<file path="config.mk">
export PLATFORM = sky130hd
export DESIGN_NAME = table_driven_dfa_acceptor_unit
export DESIGN_NICKNAME = d
export VERILOG_FILES = /design/src/sv/dfa_pkg.sv /design/src/sv/dfa_rule_mem.sv /design/src/sv/dfa_seq.sv /design/src/sv/table_driven_dfa_acceptor_unit.sv
export VERILOG_INCLUDE_DIRS = /design/src /design/src/sv
export SDC_FILE = /design/constraint.sdc
export NUM_CORES = 1
export LEC_CHECK = 0
export BUFFER_PORTS_ARGS = -buffer_cell sky130_fd_sc_hd__buf_2
export CORE_ASPECT_RATIO = 0.8
export CORE_MARGIN = 3
export CORE_UTILIZATION = 25
export DETAILED_ROUTE_END_ITERATION = 7
export SLEW_MARGIN = 20
export SYNTH_ARGS = -nofsm -noshare
export SYNTH_HDL_FRONTEND = slang
export SYNTH_SLANG_ARGS = --single-unit
</file>
<file path="constraint.sdc">
create_clock -name clk -period 5.1 [get_ports clk]
set_input_delay 0.255 -clock clk [delete_from_list [all_inputs] [get_ports clk]]
set_output_delay 0.255 -clock clk [all_outputs]
set_load 0.02 [all_outputs]
</file>
<file path="src/sv/table_driven_dfa_acceptor_unit_assert.svh">
// Assertion macros shared by the automaton acceptor RTL.
// Needs clk and rst_n in the scope where a macro is used.
`ifndef TABLE_DRIVEN_DFA_ACCEPTOR_UNIT_ASSERT_SVH
`define TABLE_DRIVEN_DFA_ACCEPTOR_UNIT_ASSERT_SVH

// same-cycle implication, checked out of reset
`define DFA_ASSERT_IMPL(lbl, ante, cons, msg) \
    lbl: assert property (@(posedge clk) disable iff (!rst_n) (ante) |-> (cons)) \
        else $error(msg);

// next-cycle implication, checked out of reset
`define DFA_ASSERT_NEXT(lbl, ante, cons, msg) \
    lbl: assert property (@(posedge clk) disable iff (!rst_n) (ante) |=> (cons)) \
        else $error(msg);

`endif

</file>
<file path="src/sv/dfa_pkg.sv">
// Types and codes for the table-driven automaton acceptor.
// No dependencies; used by every module of the block.
`timescale 1ns / 1ps

package dfa_pkg;

    localparam int STORE_SLOTS = 64;

    localparam logic [1:0] OP_LOAD = 2'd0;
    localparam logic [1:0] OP_FEED = 2'd1;
    localparam logic [1:0] OP_END  = 2'd2;

    localparam logic [1:0] CFG_START_STATE = 2'd0;
    localparam logic [1:0] CFG_FINAL_MASK  = 2'd1;
    localparam logic [1:0] CFG_RULE_COUNT  = 2'd2;

    typedef struct packed {
        logic [1:0] operation;
        logic [5:0] rule_index;
        logic [3:0] from_state;
        logic [7:0] symbol;
        logic [3:0] to_state;
    } in_word_t;

    typedef struct packed {
        logic       accepted;
        logic       blocked;
        logic [3:0] end_state;
    } out_word_t;

    typedef struct packed {
        logic [3:0] from_state;
        logic [7:0] symbol;
        logic [3:0] to_state;
    } rule_t;

    // commands from the top level to the scan sequencer
    typedef struct packed {
        logic       feed;
        logic       restart;
        logic [3:0] start;
        logic [7:0] symbol;
    } seq_cmd_t;

    typedef struct packed {
        logic       busy;
        logic       stuck;
        logic [3:0] cur_state;
    } seq_stat_t;

endpackage

</file>
<file path="src/sv/dfa_rule_mem.sv">
// Rule store: one write port, one read port with registered read data.
// Depends on dfa_pkg for rule_t.
`timescale 1ns / 1ps

module dfa_rule_mem #(
    parameter int DEPTH = 64,
    parameter int ADDR_W = 6
) (
    input  logic                clk,
    input  logic                wr_en,
    input  logic [ADDR_W-1:0]   wr_addr,
    input  dfa_pkg::rule_t      wr_data,
    input  logic                rd_en,
    input  logic [ADDR_W-1:0]   rd_addr,
    output dfa_pkg::rule_t      rd_data
);
    import dfa_pkg::*;

    rule_t mem [0:DEPTH-1];
    rule_t rd_data_reg;

    always_ff @(posedge clk)
    begin
        if (wr_en)
        begin
            mem[wr_addr] <= wr_data;
        end
    end

    always_ff @(posedge clk)
    begin
        if (rd_en)
        begin
            rd_data_reg <= mem[rd_addr];
        end
    end

    assign rd_data = rd_data_reg;

endmodule

</file>
<file path="src/sv/dfa_seq.sv">
// Scan sequencer: walks the rule store one slot per cycle with a single
// comparator, holds the current state and the blocked flag. Uses dfa_pkg.
`timescale 1ns / 1ps

`include "table_driven_dfa_acceptor_unit_assert.svh"

module dfa_seq #(
    parameter int DEPTH = 64,
    parameter int ADDR_W = 6,
    parameter int CNT_W = 7
) (
    input  logic                clk,
    input  logic                rst_n,
    input  dfa_pkg::seq_cmd_t   cmd,
    input  logic [6:0]          rule_count,
    input  dfa_pkg::rule_t      rule,
    output logic                rd_en,
    output logic [ADDR_W-1:0]   rd_addr,
    output dfa_pkg::seq_stat_t  stat
);
    import dfa_pkg::*;

    typedef enum logic [1:0] {
        S_IDLE = 2'b01,
        S_SCAN = 2'b10
    } seq_state_t;

    seq_state_t fsm_reg, fsm_next;
    logic [3:0]       cur_reg, cur_next;
    logic             stuck_reg, stuck_next;
    logic [CNT_W-1:0] issue_reg, issue_next;
    logic [CNT_W-1:0] chk_reg, chk_next;
    logic             dvld_reg, dvld_next;
    logic [7:0]       sym_reg, sym_next;
    logic [CNT_W-1:0] limit;
    logic             hit;
    logic             last;

    // slots searched: rule_count clipped to the store depth
    assign limit = (rule_count >= 7'(DEPTH)) ? CNT_W'(DEPTH) : rule_count[CNT_W-1:0];

    assign rd_en   = (fsm_reg == S_SCAN) && (issue_reg < limit);
    assign rd_addr = issue_reg[ADDR_W-1:0];

    assign hit  = dvld_reg && (rule.from_state == cur_reg) && (rule.symbol == sym_reg);
    assign last = dvld_reg && (CNT_W'(chk_reg + 1'b1) == limit);

    always_comb
    begin
        fsm_next   = fsm_reg;
        cur_next   = cur_reg;
        stuck_next = stuck_reg;
        issue_next = issue_reg;
        chk_next   = chk_reg;
        dvld_next  = 1'b0;
        sym_next   = sym_reg;
        case (fsm_reg)
            S_IDLE:
            begin
                if (cmd.restart)
                begin
                    cur_next   = cmd.start;
                    stuck_next = 1'b0;
                end
                else if (cmd.feed && !stuck_reg)
                begin
                    if (limit == '0)
                    begin
                        stuck_next = 1'b1;
                    end
                    else
                    begin
                        fsm_next   = S_SCAN;
                        issue_next = '0;
                        chk_next   = '0;
                        sym_next   = cmd.symbol;
                    end
                end
            end
            S_SCAN:
            begin
                if (rd_en)
                begin
                    issue_next = CNT_W'(issue_reg + 1'b1);
                end
                if (dvld_reg)
                begin
                    chk_next = CNT_W'(chk_reg + 1'b1);
                end
                if (hit)
                begin
                    cur_next = rule.to_state;
                    fsm_next = S_IDLE;
                end
                else if (last)
                begin
                    stuck_next = 1'b1;
                    fsm_next   = S_IDLE;
                end
                else
                begin
                    dvld_next = rd_en;
                end
            end
            default:
            begin
                fsm_next = S_IDLE;
            end
        endcase
    end

    always_ff @(posedge clk or negedge rst_n)
    begin
        if (!rst_n)
        begin
            fsm_reg   <= S_IDLE;
            cur_reg   <= '0;
            stuck_reg <= 1'b0;
            issue_reg <= '0;
            chk_reg   <= '0;
            dvld_reg  <= 1'b0;
        end
        else
        begin
            fsm_reg   <= fsm_next;
            cur_reg   <= cur_next;
            stuck_reg <= stuck_next;
            issue_reg <= issue_next;
            chk_reg   <= chk_next;
            dvld_reg  <= dvld_next;
        end
    end

    always_ff @(posedge clk)
    begin
        sym_reg <= sym_next;
    end

    assign stat.busy      = (fsm_reg == S_SCAN);
    assign stat.stuck     = stuck_reg;
    assign stat.cur_state = cur_reg;

    `DFA_ASSERT_IMPL(a_chk_in_range, fsm_reg == S_SCAN, chk_reg < limit, "scan checked past limit")
    `DFA_ASSERT_IMPL(a_chk_behind_issue, fsm_reg == S_SCAN, chk_reg <= issue_reg, "check ahead of read")
    `DFA_ASSERT_IMPL(a_dvld_in_scan, dvld_reg, fsm_reg == S_SCAN, "read data pending while idle")

endmodule

</file>
<file path="src/sv/table_driven_dfa_acceptor_unit.sv">
// Load: rule written to the store when accepted. Feed: up to 64 slots read in order until one
// matches, else the word is blocked; with no rule searched or on a blocked word, no scan runs.
// Throughput: a load or end word per cycle while idle and the output slot is free; a feed
// holds the input until its scan ends. End of word: result registered, valid the next cycle.
// Reset (rst_n, async, active low): control regs zero, idle; output data, rules not cleared.
`timescale 1ns / 1ps

`include "table_driven_dfa_acceptor_unit_assert.svh"

module table_driven_dfa_acceptor_unit #(
    parameter int STATE_COUNT = 16,
    parameter int RULE_DEPTH = 64
) (
    input  logic                 clk,
    input  logic                 rst_n,
    input  logic                 in_valid,
    output logic                 in_ready,
    input  dfa_pkg::in_word_t    in_data,
    output logic                 out_valid,
    input  logic                 out_ready,
    output dfa_pkg::out_word_t   out_data,
    input  logic                 cfg_we,
    input  logic [1:0]           cfg_index,
    input  logic [15:0]          cfg_data
);
    import dfa_pkg::*;

    localparam int MEM_DEPTH = (RULE_DEPTH < STORE_SLOTS) ? RULE_DEPTH : STORE_SLOTS;
    localparam int ADDR_W = (MEM_DEPTH > 1) ? $clog2(MEM_DEPTH) : 1;
    localparam int CNT_W = $clog2(MEM_DEPTH + 1);

    logic [3:0]  start_state_reg;
    logic [15:0] final_mask_reg;
    logic [6:0]  rule_count_reg;
    logic        out_valid_reg, out_valid_next;
    out_word_t   out_data_reg, out_data_next;

    logic        in_acc;
    logic        wr_en;
    logic        rd_en;
    logic [ADDR_W-1:0] rd_addr;
    rule_t       wr_rule;
    rule_t       rd_rule;
    seq_cmd_t    cmd;
    seq_stat_t   stat;
    logic        end_go;
    logic        in_range;

    assign in_ready = !stat.busy && (!out_valid_reg || out_ready);
    assign in_acc   = in_valid && in_ready;
    assign end_go   = in_acc && (in_data.operation == OP_END);

    assign wr_en = in_acc && (in_data.operation == OP_LOAD)
                   && ({1'b0, in_data.rule_index} < 7'(MEM_DEPTH));
    assign wr_rule.from_state = in_data.from_state;
    assign wr_rule.symbol     = in_data.symbol;
    assign wr_rule.to_state   = in_data.to_state;

    always_comb
    begin
        cmd.feed   = in_acc && (in_data.operation == OP_FEED);
        cmd.symbol = in_data.symbol;
        if (cfg_we && (cfg_index == CFG_START_STATE))
        begin
            cmd.restart = 1'b1;
            cmd.start   = cfg_data[3:0];
        end
        else
        begin
            cmd.restart = end_go;
            cmd.start   = start_state_reg;
        end
    end

    // states at or above STATE_COUNT never accept
    assign in_range = int'(stat.cur_state) < STATE_COUNT;

    always_comb
    begin
        out_valid_next = out_valid_reg;
        out_data_next  = out_data_reg;
        if (end_go)
        begin
            out_valid_next          = 1'b1;
            out_data_next.accepted  = !stat.stuck && in_range
                                      && final_mask_reg[stat.cur_state];
            out_data_next.blocked   = stat.stuck;
            out_data_next.end_state = stat.cur_state;
        end
        else if (out_ready)
        begin
            out_valid_next = 1'b0;
        end
    end

    always_ff @(posedge clk or negedge rst_n)
    begin
        if (!rst_n)
        begin
            start_state_reg <= '0;
            final_mask_reg  <= '0;
            rule_count_reg  <= '0;
            out_valid_reg   <= 1'b0;
        end
        else
        begin
            out_valid_reg <= out_valid_next;
            if (cfg_we)
            begin
                case (cfg_index)
                    CFG_START_STATE: start_state_reg <= cfg_data[3:0];
                    CFG_FINAL_MASK:  final_mask_reg  <= cfg_data;
                    CFG_RULE_COUNT:  rule_count_reg  <= cfg_data[6:0];
                    default:         ;
                endcase
            end
        end
    end

    always_ff @(posedge clk)
    begin
        out_data_reg <= out_data_next;
    end

    assign out_valid = out_valid_reg;
    assign out_data  = out_data_reg;

    dfa_rule_mem #(
        .DEPTH  (MEM_DEPTH),
        .ADDR_W (ADDR_W)
    ) u_mem (
        .clk     (clk),
        .wr_en   (wr_en),
        .wr_addr (in_data.rule_index[ADDR_W-1:0]),
        .wr_data (wr_rule),
        .rd_en   (rd_en),
        .rd_addr (rd_addr),
        .rd_data (rd_rule)
    );

    dfa_seq #(
        .DEPTH  (MEM_DEPTH),
        .ADDR_W (ADDR_W),
        .CNT_W  (CNT_W)
    ) u_seq (
        .clk        (clk),
        .rst_n      (rst_n),
        .cmd        (cmd),
        .rule_count (rule_count_reg),
        .rule       (rd_rule),
        .rd_en      (rd_en),
        .rd_addr    (rd_addr),
        .stat       (stat)
    );

    `DFA_ASSERT_NEXT(a_end_gives_word, end_go, out_valid, "end of word gave no result")
    `DFA_ASSERT_IMPL(a_busy_not_ready, stat.busy, !in_ready, "input taken during scan")
    `DFA_ASSERT_IMPL(a_accept_unblocked, out_valid && out_data.accepted, !out_data.blocked, "blocked word accepted")

endmodule
</file>
Word-level counts from Yosys, hierarchy flattened:

Memory sizes are Yosys's and may differ from the RTL's. A register that Yosys moved wholly into a read port is not among the register bits.
Cells that the tools add are included.

* magnitude comparators: 3
* shifts and indexed selects: 0
* multiplexer cells: 33
* equal/unequal tests: 21
* multiply operators: 0
* reduce and logical (&&, ||, !) cells: 30
* add/sub/neg operators: 2
* div/mod/pow operators: 0
* bitwise logic cells: 2

Operators by type and width (count)
* 7-bit two-way mux: 6
* 7-bit case mux with 2 select lines: 2
* 5-bit AND reduction: 3
* 7-bit by 1-bit adder with 7-bit output (second input constant): 2
* 1-bit two-way mux: 13
* 1-bit logical AND: 12
* 2-bit two-way mux: 5
* 2-bit inequality test (second input constant): 5
* 8-bit equality test: 1
* 4-bit two-way mux: 2
* 2-bit by 1-bit inequality test with 1-bit output (second input constant): 4
* 4-bit case mux with 2 select lines: 1
* 4-bit AND reduction: 2
* 7-bit equality test: 1
* 7-bit greater-or-equal comparator (second input constant): 1
* 7-bit logical NOT: 1
* 7-bit less-than comparator: 1
* 2-bit by 1-bit equality test with 1-bit output (second input constant): 3
* 2-bit equality test (second input constant): 3
* 3-bit by 2-bit inequality test with 1-bit output (second input constant): 2
* 2-bit AND reduction: 3
* 4-bit by 5-bit less-than comparator with 1-bit output (second input constant): 1
* 5-bit two-way mux: 1
* 1-bit binary-select mux with 4-bit select: 1
* 10 further kinds: 15

* bits in read-only memories: 0
* register bits: 64
* latch bits: 0
* bits in writable memories: 1024
* logic and storage cells: 106
* memories: 1

Memories
* u_mem.mem: depth 64, width 16, rd ports 1, clocked after memory_dff 1, write ports 1, line dfa_rule_mem.sv:19 `rule_t mem [0:DEPTH-1];`

Logic depth before layout (Yosys ltp):

Gate-level depths: netlist of run 1.

* depth in word-level cells: 9
* gate-level depth with buffers: 11

By module:

From an unflattened synthesis of run 1, not the netlist that was laid out.

* cells, all modules: 2122
* area total of the unflattened synthesis: 43683.1 µm²

By module, submodules not included
* dfa_rule_mem: times used 1, area an instance 40202.3 µm², sequential area each 31230.0 µm², cells an instance 1829
* dfa_seq: times used 1, area an instance 2067.0 µm², sequential area each 792.0 µm², cells an instance 203
* table_driven_dfa_acceptor_unit: times used 1, area an instance 1413.9 µm², sequential area each 880.8 µm², cells an instance 90

Least setup slack after synthesis of run 1:

No wires, ideal clock.

* path type: register to register
* from: register u_seq.fsm_reg[0]
* to: memory u_mem.mem[31][0] (netlist name), enable pin
* data arrival time: 2.615 ns
* clock period less this slack: 3.003 ns
* slack: 2.097 ns
* cell stages (with the launch flop): 8
* buffers on the path: 0
* data required time: 4.712 ns
* cell sequence: dfstp_2 -> inv_1 -> ha_1 -> nor2b_1 -> nand2_1 -> nor4b_1 -> nand3_1 -> nor2_1

* longest elaborated chain between the ends: 7

RTL lines
* start: declaration: line dfa_seq.sv:28 `seq_state_t fsm_reg, fsm_next;`
* start signal: assignment: line dfa_seq.sv:125 `fsm_reg <= fsm_next;`
* 2-bit equality test: line dfa_seq.sv:139 `assign stat.busy = (fsm_reg == S_SCAN);`
* 1-bit logical NOT: line table_driven_dfa_acceptor_unit.sv:49 `assign in_ready = !stat.busy && (!out_valid_reg || out_ready);`
* 1-bit logical AND: line table_driven_dfa_acceptor_unit.sv:49
* 1-bit logical AND: line table_driven_dfa_acceptor_unit.sv:50 `assign in_acc = in_valid && in_ready;`
* 1-bit logical AND: line table_driven_dfa_acceptor_unit.sv:53 `assign wr_en = in_acc && (in_data.operation == OP_LOAD)`
* 1-bit two-way mux: line dfa_rule_mem.sv:24 `if (wr_en)`
* 1-bit two-way mux (implied by the code): line dfa_rule_mem.sv:26 `mem[wr_addr] <= wr_data;`
* end: declaration: line dfa_rule_mem.sv:19

Every way passes these cells.

Final worst setup path of run 1:

* from: register u_seq.fsm_reg[0]
* to: memory u_mem.mem[49][10] (netlist name), enable pin

The elaborated chain is that of the path after synthesis.

==> metrics.md, run 1 <==
| Metric | Value |
|---|---|
| Run status | finished, final reports clean |
| Multi-input gate area | 9622 um2 |
| First-pass GRT wire length | 152,600 um |
| Kind of start point of the critical path | flip-flop |
| Worst skew pair latency | ~0.72 ns |
| Min-delay src | in_data[22] |
| Die area | 177,300 um2 |
| Total negative setup slack | 0 ns |
| Switching part of the total power | roughly 23% |
| Post-synth EDFFs | 1,054 |
| Nets | 2,281 |
| Clock tree buffer depth | 3 |
| Most common cell in the synthesized netlist | edfxtp_1 |
| Fraction of the yosys area taken by sequential cells | 76.41% |
| Drt total wl | 104,300 um |
| Final-report hold violation count | 0 |
| Hold Path Cell Cnt | 4 |
| Routed wire length per instance | 22.83 um |
| Worst R2R Start | u_seq.fsm_reg[0] |
| # setup viols final | 0 |
| CP required | roughly 5.5 ns |
| IO Pins | 55 |
| Post-synth top area share | 73.50% |
| Clock Sinks | 1,104 |
| Fraction of registers with async set/reset | roughly 4.5% |
| Total GRT Usage | 11.65% |
| Detailed Route Iter0 Violations | 2,816 |
| Setup Skew | 0.04382 ns |
| Clock Power Share | 38.7% |
| Root Buffer | clkbuf_16 |
| F_max | 260.7 MHz |
| Slew at the pin closest to its max-slew limit | 1.058 ns |
| DRC Markers | 0 |
| Initial antenna violation count | 13 |
| TritonCTS buffer count | 98 |
| RSZ-0062 raised after global routing | no |
| Core ar. | 170,300 um2 |
| Dpl hpwl | 62,280 um |
| Largest net degree at the start of global routing | 66 |
| Sequential cell area | between 30,000 and 40,000 um2 |
| Final GP Congestion | 0.8071 |
| Via count | roughly 21,000 |
| Yosys top cell by area | edfxtp_1 |
| Critical path endpoint category | flip-flop |
| Chip width | roughly 470 um |
| WS Path Type | flip-flop to flip-flop |
| Max Cap Viol | 0 |
| Comb pwr share | 7.9% |
| Syn nets | 2,097 |
| Sw power | ~4.4 mW |
| Period Utilization, post-route | approximately 75% |
| Max transition margin | 29.24% |
| Largest register FFs | 1,024 |
| CTS tree | yes |
| Slew Viols, Final | 0 |
| Top cells by count, synth | edfxtp_1, mux4_2, nor2_1 |
| Area grow syn2layout | 16.15% |
| Post-synthesis cell area | 43,060 um2 |
| Vias in the first global route | 21,112 |
| Final worst slack | 1.264 ns |
| Site Rows | 135 |
| Synth unique cells | 62 |
| Predominant post-synthesis flop cell | edfxtp_1 |
| Avg Inst Size Synth | 21.11 um2 |
| Share of layout cells above drive strength 1 | a little over a quarter |
| Worst-path clk slew | 0.07 ns |
| Worst EP arrival | 4.22 ns |
| Hold/Removal Path Class | input pin to flip-flop |
| CTS Hold Buffers Added | 20 |
| Pre-CTS setup slack | 1.379 ns |
| Setup Buffers After CTS | 0 |
| Internal Power | 14.68 mW |
| Worst r2r dst | u_mem.mem[49][10] |
| Mapped Cells | about 2,000 |
| PortBufs | 54 |
| Yosys reg bits | 1,104 |
| Via/cell ratio | 4.594 |
| Worst R2R Setup Slack | 1.26 ns |
| R2R depth | 8 |
| Worst VDD drop | 286.0 uV |
| First-pass DRT Iterations | 7 |
| Sequential power share | 53.4% |
| Initial Util | 25.29% |
| H-tree Lvls | 3 |
| Detail Route Antenna Nets | 0 |
| Hold endpoint | out_valid |
| Resize count post-CTS | 0 |
| Global route overflow | 0 |
| Yosys warns | 0 |
| Chip height | 377.2 um |
| Post-route minimum period | about 3.8 ns |
| Fillcell total | 16,495 |
| Top post-synthesis cells by area | edfxtp_1, mux4_2, dfrtp_1 |
| Power Density | 380.8 nW/um2 |
| Static leakage power | 15.08 nW |
| CP max FO | 15 |
critical path: stages, from the launching register on:
cell,delay [ns]
dfstp_2,0.54
inv_1,0.07
ha_1,0.39
nor2b_1,0.33
nand2_1,0.24
nor4b_1,0.60
nand2_1,0.59
nor2_1,0.46
buf_4,0.30
layout make-up:
cell class	count	share of cell area [%]
Sequential cell	1104	65.81
Multi-Input combinational cell	812	19.24
Tap cell	2260	5.654
Clock buffer	119	5.061
Timing Repair Buffer	195	2.882
Clock inverter	64	1.241
Inverter	13	0.09756
Antenna cell	4	0.02001
per-layer routing:
layer | global-route usage [%] | part of all wire [%]
met1 | 17.40 | 46
met2 | 17.02 | 44
met3 | 2.725 | 8.4
met4 | 2.819 | 1.9
met5 | 0 | 0
cell families after synthesis:
kind of cell / synth area share, %
xor+xnor: 0.3864
fa+ha+maj: 0.2906
mux: 15.87
buf+inv: 1.337
compound gates: 2.935
flops: 76.41
simple gates: 2.772
power groups by stage:
stage / sequential [mW] / clock [mW] / combinational (mW)
2_1_floorplan: 10.3 / 0 / 1.05
3_3_place_gp: 10.4 / 0 / 1.50
3_5_place_dp: 10.4 / 0 / 1.52
4_1_cts: 10.2 / 7.54 / 1.53
5_1_grt: 10.2 / 7.94 / 1.64
6_report: 10.2 / 7.37 / 1.50
worst max path at each step:
| stage | start | end | slack (ns) |
|---|---|---|---|
| 3_3_place_gp | u_seq.fsm_reg[0] | u_mem.mem[53][0] | 1.48 |
| 6_report | u_seq.fsm_reg[0] | u_mem.mem[49][10] | 1.26 |
| 3_5_place_dp | u_seq.fsm_reg[0] | u_mem.mem[49][10] | 1.38 |
| 5_1_grt | u_seq.fsm_reg[0] | u_mem.mem[49][1] | 0.91 |
| 4_1_cts | u_seq.fsm_reg[0] | u_mem.mem[49][10] | 1.34 |
| 2_1_floorplan | u_seq.fsm_reg[0] | u_mem.mem[31][0] | 2.10 |
per-stage QoR:
step                      instance area, um2  utilization [%]  hold slack [ns]  instances  power (mW)
final                                  50020            29.38          0.08914       4571       19.05
after detailed placement               46650            27.40           0.4558       4364       11.89
after floorplan                        43060                -         -0.04059       2040       11.33
after CTS                              50010            29.37         0.004278       4567       19.25
after global placement                 46650            27.40           0.4511       4364       11.87
after global routing                   50010            29.37          0.05392       4568       19.76
placed cells by master (no fill, tap or decap), types with 5 or more instances in the layout:
cell type      instances
nand2b_1              15
clkbuf_16             98
nand2_1               52
clkinv_1              20
nor3_1                12
nand3b_1               5
o22ai_1               16
mux2i_1               63
clkinvlp_4             6
o221ai_1              15
a22o_1                15
nor2_2                15
ha_1                  10
a221oi_1              27
or4_1                  5
buf_2                 54
o21ai_0               45
buf_4                116
nor2b_1               12
dlygate4sd3_1         20
nand3_1               17
bufinv_16              7
clkinv_2              21
edfxtp_1            1054
nor2_1                85
mux2_2                29
nor4_1                 6
buf_12                 5
mux4_2               261
xnor2_1               17
a22oi_1               18
clkbuf_1              21
inv_1                 13
dfrtp_1               46
a21oi_1               22
Power figures use the tool's default switching activity.
==> run 2: changes to the inputs <==
ABC_AREA = 1   (was unset)
clock period = 3.1 ns   (was 5.1 ns; I/O delays follow)
==> run 2 against run 1 <==
The run now ends with design-rule violations left. Wire length grew 28%. Sequential power is 63% higher. Synthesized cell count up 69%. Final area rose by 4.3%. Worst hold slack worse by 0.052 ns. Core utilization is 0.44 points higher. Power grew 69%. Worst setup slack worse by 1.0 ns. Critical path depth unchanged. Clock skew is 0.017 ns lower. Count of clock-buffer cells in the layout up 3. Cell count increased by 33%. Critical path type unchanged. Largest cell class unchanged.
==> metrics.md, run 2 <==
| Metric | Value |
|---|---|
| Syn nets | between 3,000 and 4,000 |
| Max transition margin | 35.05% |
| Final worst slack | 0.2368 ns |
| First-pass GRT wire length | 191,200 um |
| DRC Markers | 12 |
| Final GP Congestion | 0.9604 |
| Comb pwr share | ~9% |
| Resize count post-CTS | 0 |
| Post-synth EDFFs | 1,054 |
| Commonest non-fill, non-tap cell in the layout | edfxtp_1 |
| RSZ-0062 raised after global routing | no |
| Mux cell area share after synthesis | 0.3198% |
| Critical path endpoint category | flip-flop |
| Fraction of the yosys area taken by sequential cells | 74.41% |
| Chip width | 476.2 um |
| Final-report hold violation count | 0 |
| Top post-synthesis cells by area | edfxtp_1, o21ai_0, nor2_1 |
| Initial antenna violation count | 4 |
| H-tree Lvls | 3 |
| Synth unique cells | 38 |
| Worst r2r dst | u_mem.rd_data[2] |
| Largest net degree at the start of global routing | 99 |
| Drt total wl | 133,600 um |
| Via count | ~29,000 |
| Post-synthesis adder-cell area fraction | 0.2830% |
| Slew Viols, Final | 0 |
| F_max | roughly 350 MHz |
| Hold Slack | 0.03723 ns |
| Root Buffer | clkbuf_16 |
| Worst-path clk slew | 0.07 ns |
| Largest register FFs | 1,024 |
| TritonCTS buffer count | 98 |
| Simple-gate area share of the yosys netlist | 10.31% |
| Hold endpoint | u_mem.mem[62][14] |
| Global route overflow | 0 |
| Post-synthesis cell area | roughly 44,000 um2 |
| Die area | 182,000 um2 |
| Sequential power share | 51.8% |
| Clock Sinks | roughly 1,100 |
| Max Cap Viol | 0 |
| Hold Path Cell Cnt | 1 |
| Chip height | between 300 and 400 um |
| Static leakage power | around 17 nW |
| Worst EP arrival | approximately 3.3 ns |
| Avg Inst Size Synth | 12.81 um2 |
| Post-synth top area share | a little under three quarters |
| Detail Route Antenna Nets | 0 |
| Highest-count cells in the layout ignoring fill and taps | edfxtp_1, nor2_1, o21ai_0 |
| Routed wire length per instance | 22.06 um |
| First-pass DRT Iterations | 8 |
| Core ar. | 175,000 um2 |
| # setup viols final | 0 |
| Mapped Cells | 3,452 |
| Via/cell ratio | 4.854 |
| Top cells by count, synth | edfxtp_1, nor2_1, o21ai_0 |
| Yosys reg bits | roughly 1,100 |
| Met2 Track Usage GR | 19.20% |
| CP max FO | 57 |
| Yosys warns | 0 |
| Hold/Removal Path Class | input pin to flip-flop |
| Violated checks | design-rule violations |
| Nets | 3,665 |
| Area grow syn2layout | 18.03% |
| Run status | finished with violations |
| Yosys top cell by area | edfxtp_1 |
| Met3 usage | 5.213% |
| IO Pins | 55 |
| Setup Buffers After CTS | 0 |
| Post-route minimum period | 2.863 ns |
| Period Utilization, post-route | 92.36% |
| Internal Power | 24.15 mW |
| Share of layout cells above drive strength 1 | ~11% |
| WS Path Type | flip-flop to flip-flop |
| Predominant post-synthesis flop cell | edfxtp_1 |
| Worst R2R Setup Slack | approximately 0.24 ns |
| Met1 Use GR | 21.10% |
| Min-delay src | in_data[14] |
| Worst VDD drop | 450.5 uV |
| Post-Synth XOR/XNOR Area | 0.1585% |
| Post-synthesis compound-gate area fraction | about 11% |
| CP required | 3.54 ns |
| Most common cell in the synthesized netlist | edfxtp_1 |
| Slew at the pin closest to its max-slew limit | 0.9743 ns |
| Detailed Route Iter0 Violations | 4,203 |
| Pre-CTS setup slack | 0.2656 ns |
| Dpl hpwl | 84,450 um |
| Kind of start point of the critical path | flip-flop |
| Worst skew pair latency | 0.71 ns |
| Clock tree buffer depth | 3 |
| Diode count | 0 |
| Setup Skew | around 0.027 ns |
| Total GRT Usage | around 14% |
| Fillcell total | 17,525 |
| Total negative setup slack | 0 ns |
| CTS Hold Buffers Added | 26 |
| Worst R2R Start | u_seq.issue_reg[0] |
| Power Density | 615.2 nW/um2 |
| Initial Util | between 20% and 30% |
| Sw power | 7.958 mW |
| Clock Power Share | between 30 and 40% |
| Largest family of logic cells by synthesized area | compound AO/OA/AOI/OAI gates |
| GR peak layer | met1 |
| Fraction of registers with async set/reset | 4.529% |
| Site Rows | 137 |
| PortBufs | 54 |
| Switching part of the total power | 24.79% |
| R2R depth | 8 |
| Vias in the first global route | 27,566 |
| CTS tree | yes |
-- run 2: logic make-up (layout without fill, tap and decap cells) --
logic type / Yosys count / after routing
compound gates: 883 / 883
simple gates: 1144 / 1144
xor+xnor: 8 / 8
flops: 1104 / 1104
fa+ha+maj: 10 / 10
buf+inv: 290 / 532
mux: 13 / 13
-- run 2: per-stage QoR --
step                instances  total power, mW  util (%)  instance area [um2]
floorplan                3452            18.53         -                44220
global route             6057            33.16     29.82                52190
global placement         5845            19.80     27.82                48690
finish                   6057            32.11     29.82                52190
detailed placement       5845            19.81     27.82                48690
CTS                      6057            32.21     29.82                52190
-- run 2: worst max-delay path by stage --
stage,start,to
floorplan,u_seq.fsm_reg[0],u_mem.mem[0][0]
global placement,u_seq.fsm_reg[0],u_mem.mem[9][2]
detailed placement,u_seq.fsm_reg[0],u_mem.mem[9][2]
CTS,u_seq.fsm_reg[0],u_mem.mem[9][12]
global route,u_seq.fsm_reg[0],u_mem.mem[61][8]
finish,u_seq.issue_reg[0],u_mem.rd_data[2]
-- run 2: power groups by stage --
stage | combinational (mW) | clock, mW | sequential [mW]
5_1_grt | 3.21 | 13.3 | 16.6
3_5_place_dp | 2.86 | 0 | 16.9
3_3_place_gp | 2.86 | 0 | 16.9
2_1_floorplan | 1.64 | 0 | 16.9
6_report | 2.96 | 12.5 | 16.6
4_1_cts | 2.90 | 12.7 | 16.6
-- run 2: worst max-delay path: stages (launching register included) --
cell and delay (ns):
dfrtp_4 0.60, buf_12 0.24, buf_4 0.23, o21ai_0 0.19, o22ai_1 0.14, o211ai_1 0.53, nand3_1 0.33, nand3_1 0.15
nand2_1 0.12
-- run 2: area by class of cell --
cell class,count,area [um2],area share [%]
clock buffers,122,2606,4.994
clock inverters,64,635.6,1.218
inverters,74,287.8,0.5514
multi-input cells,2058,9903,18.98
flip-flops and latches,1104,32910,63.07
well taps,2363,2957,5.665
repair buffers,272,2885,5.529
-- run 2: metal layers --
metal	wire, um	share of wire (%)
met3	17130	13
met1	60280	45
met5	110	0.082
met2	53640	40
met4	2445	1.8
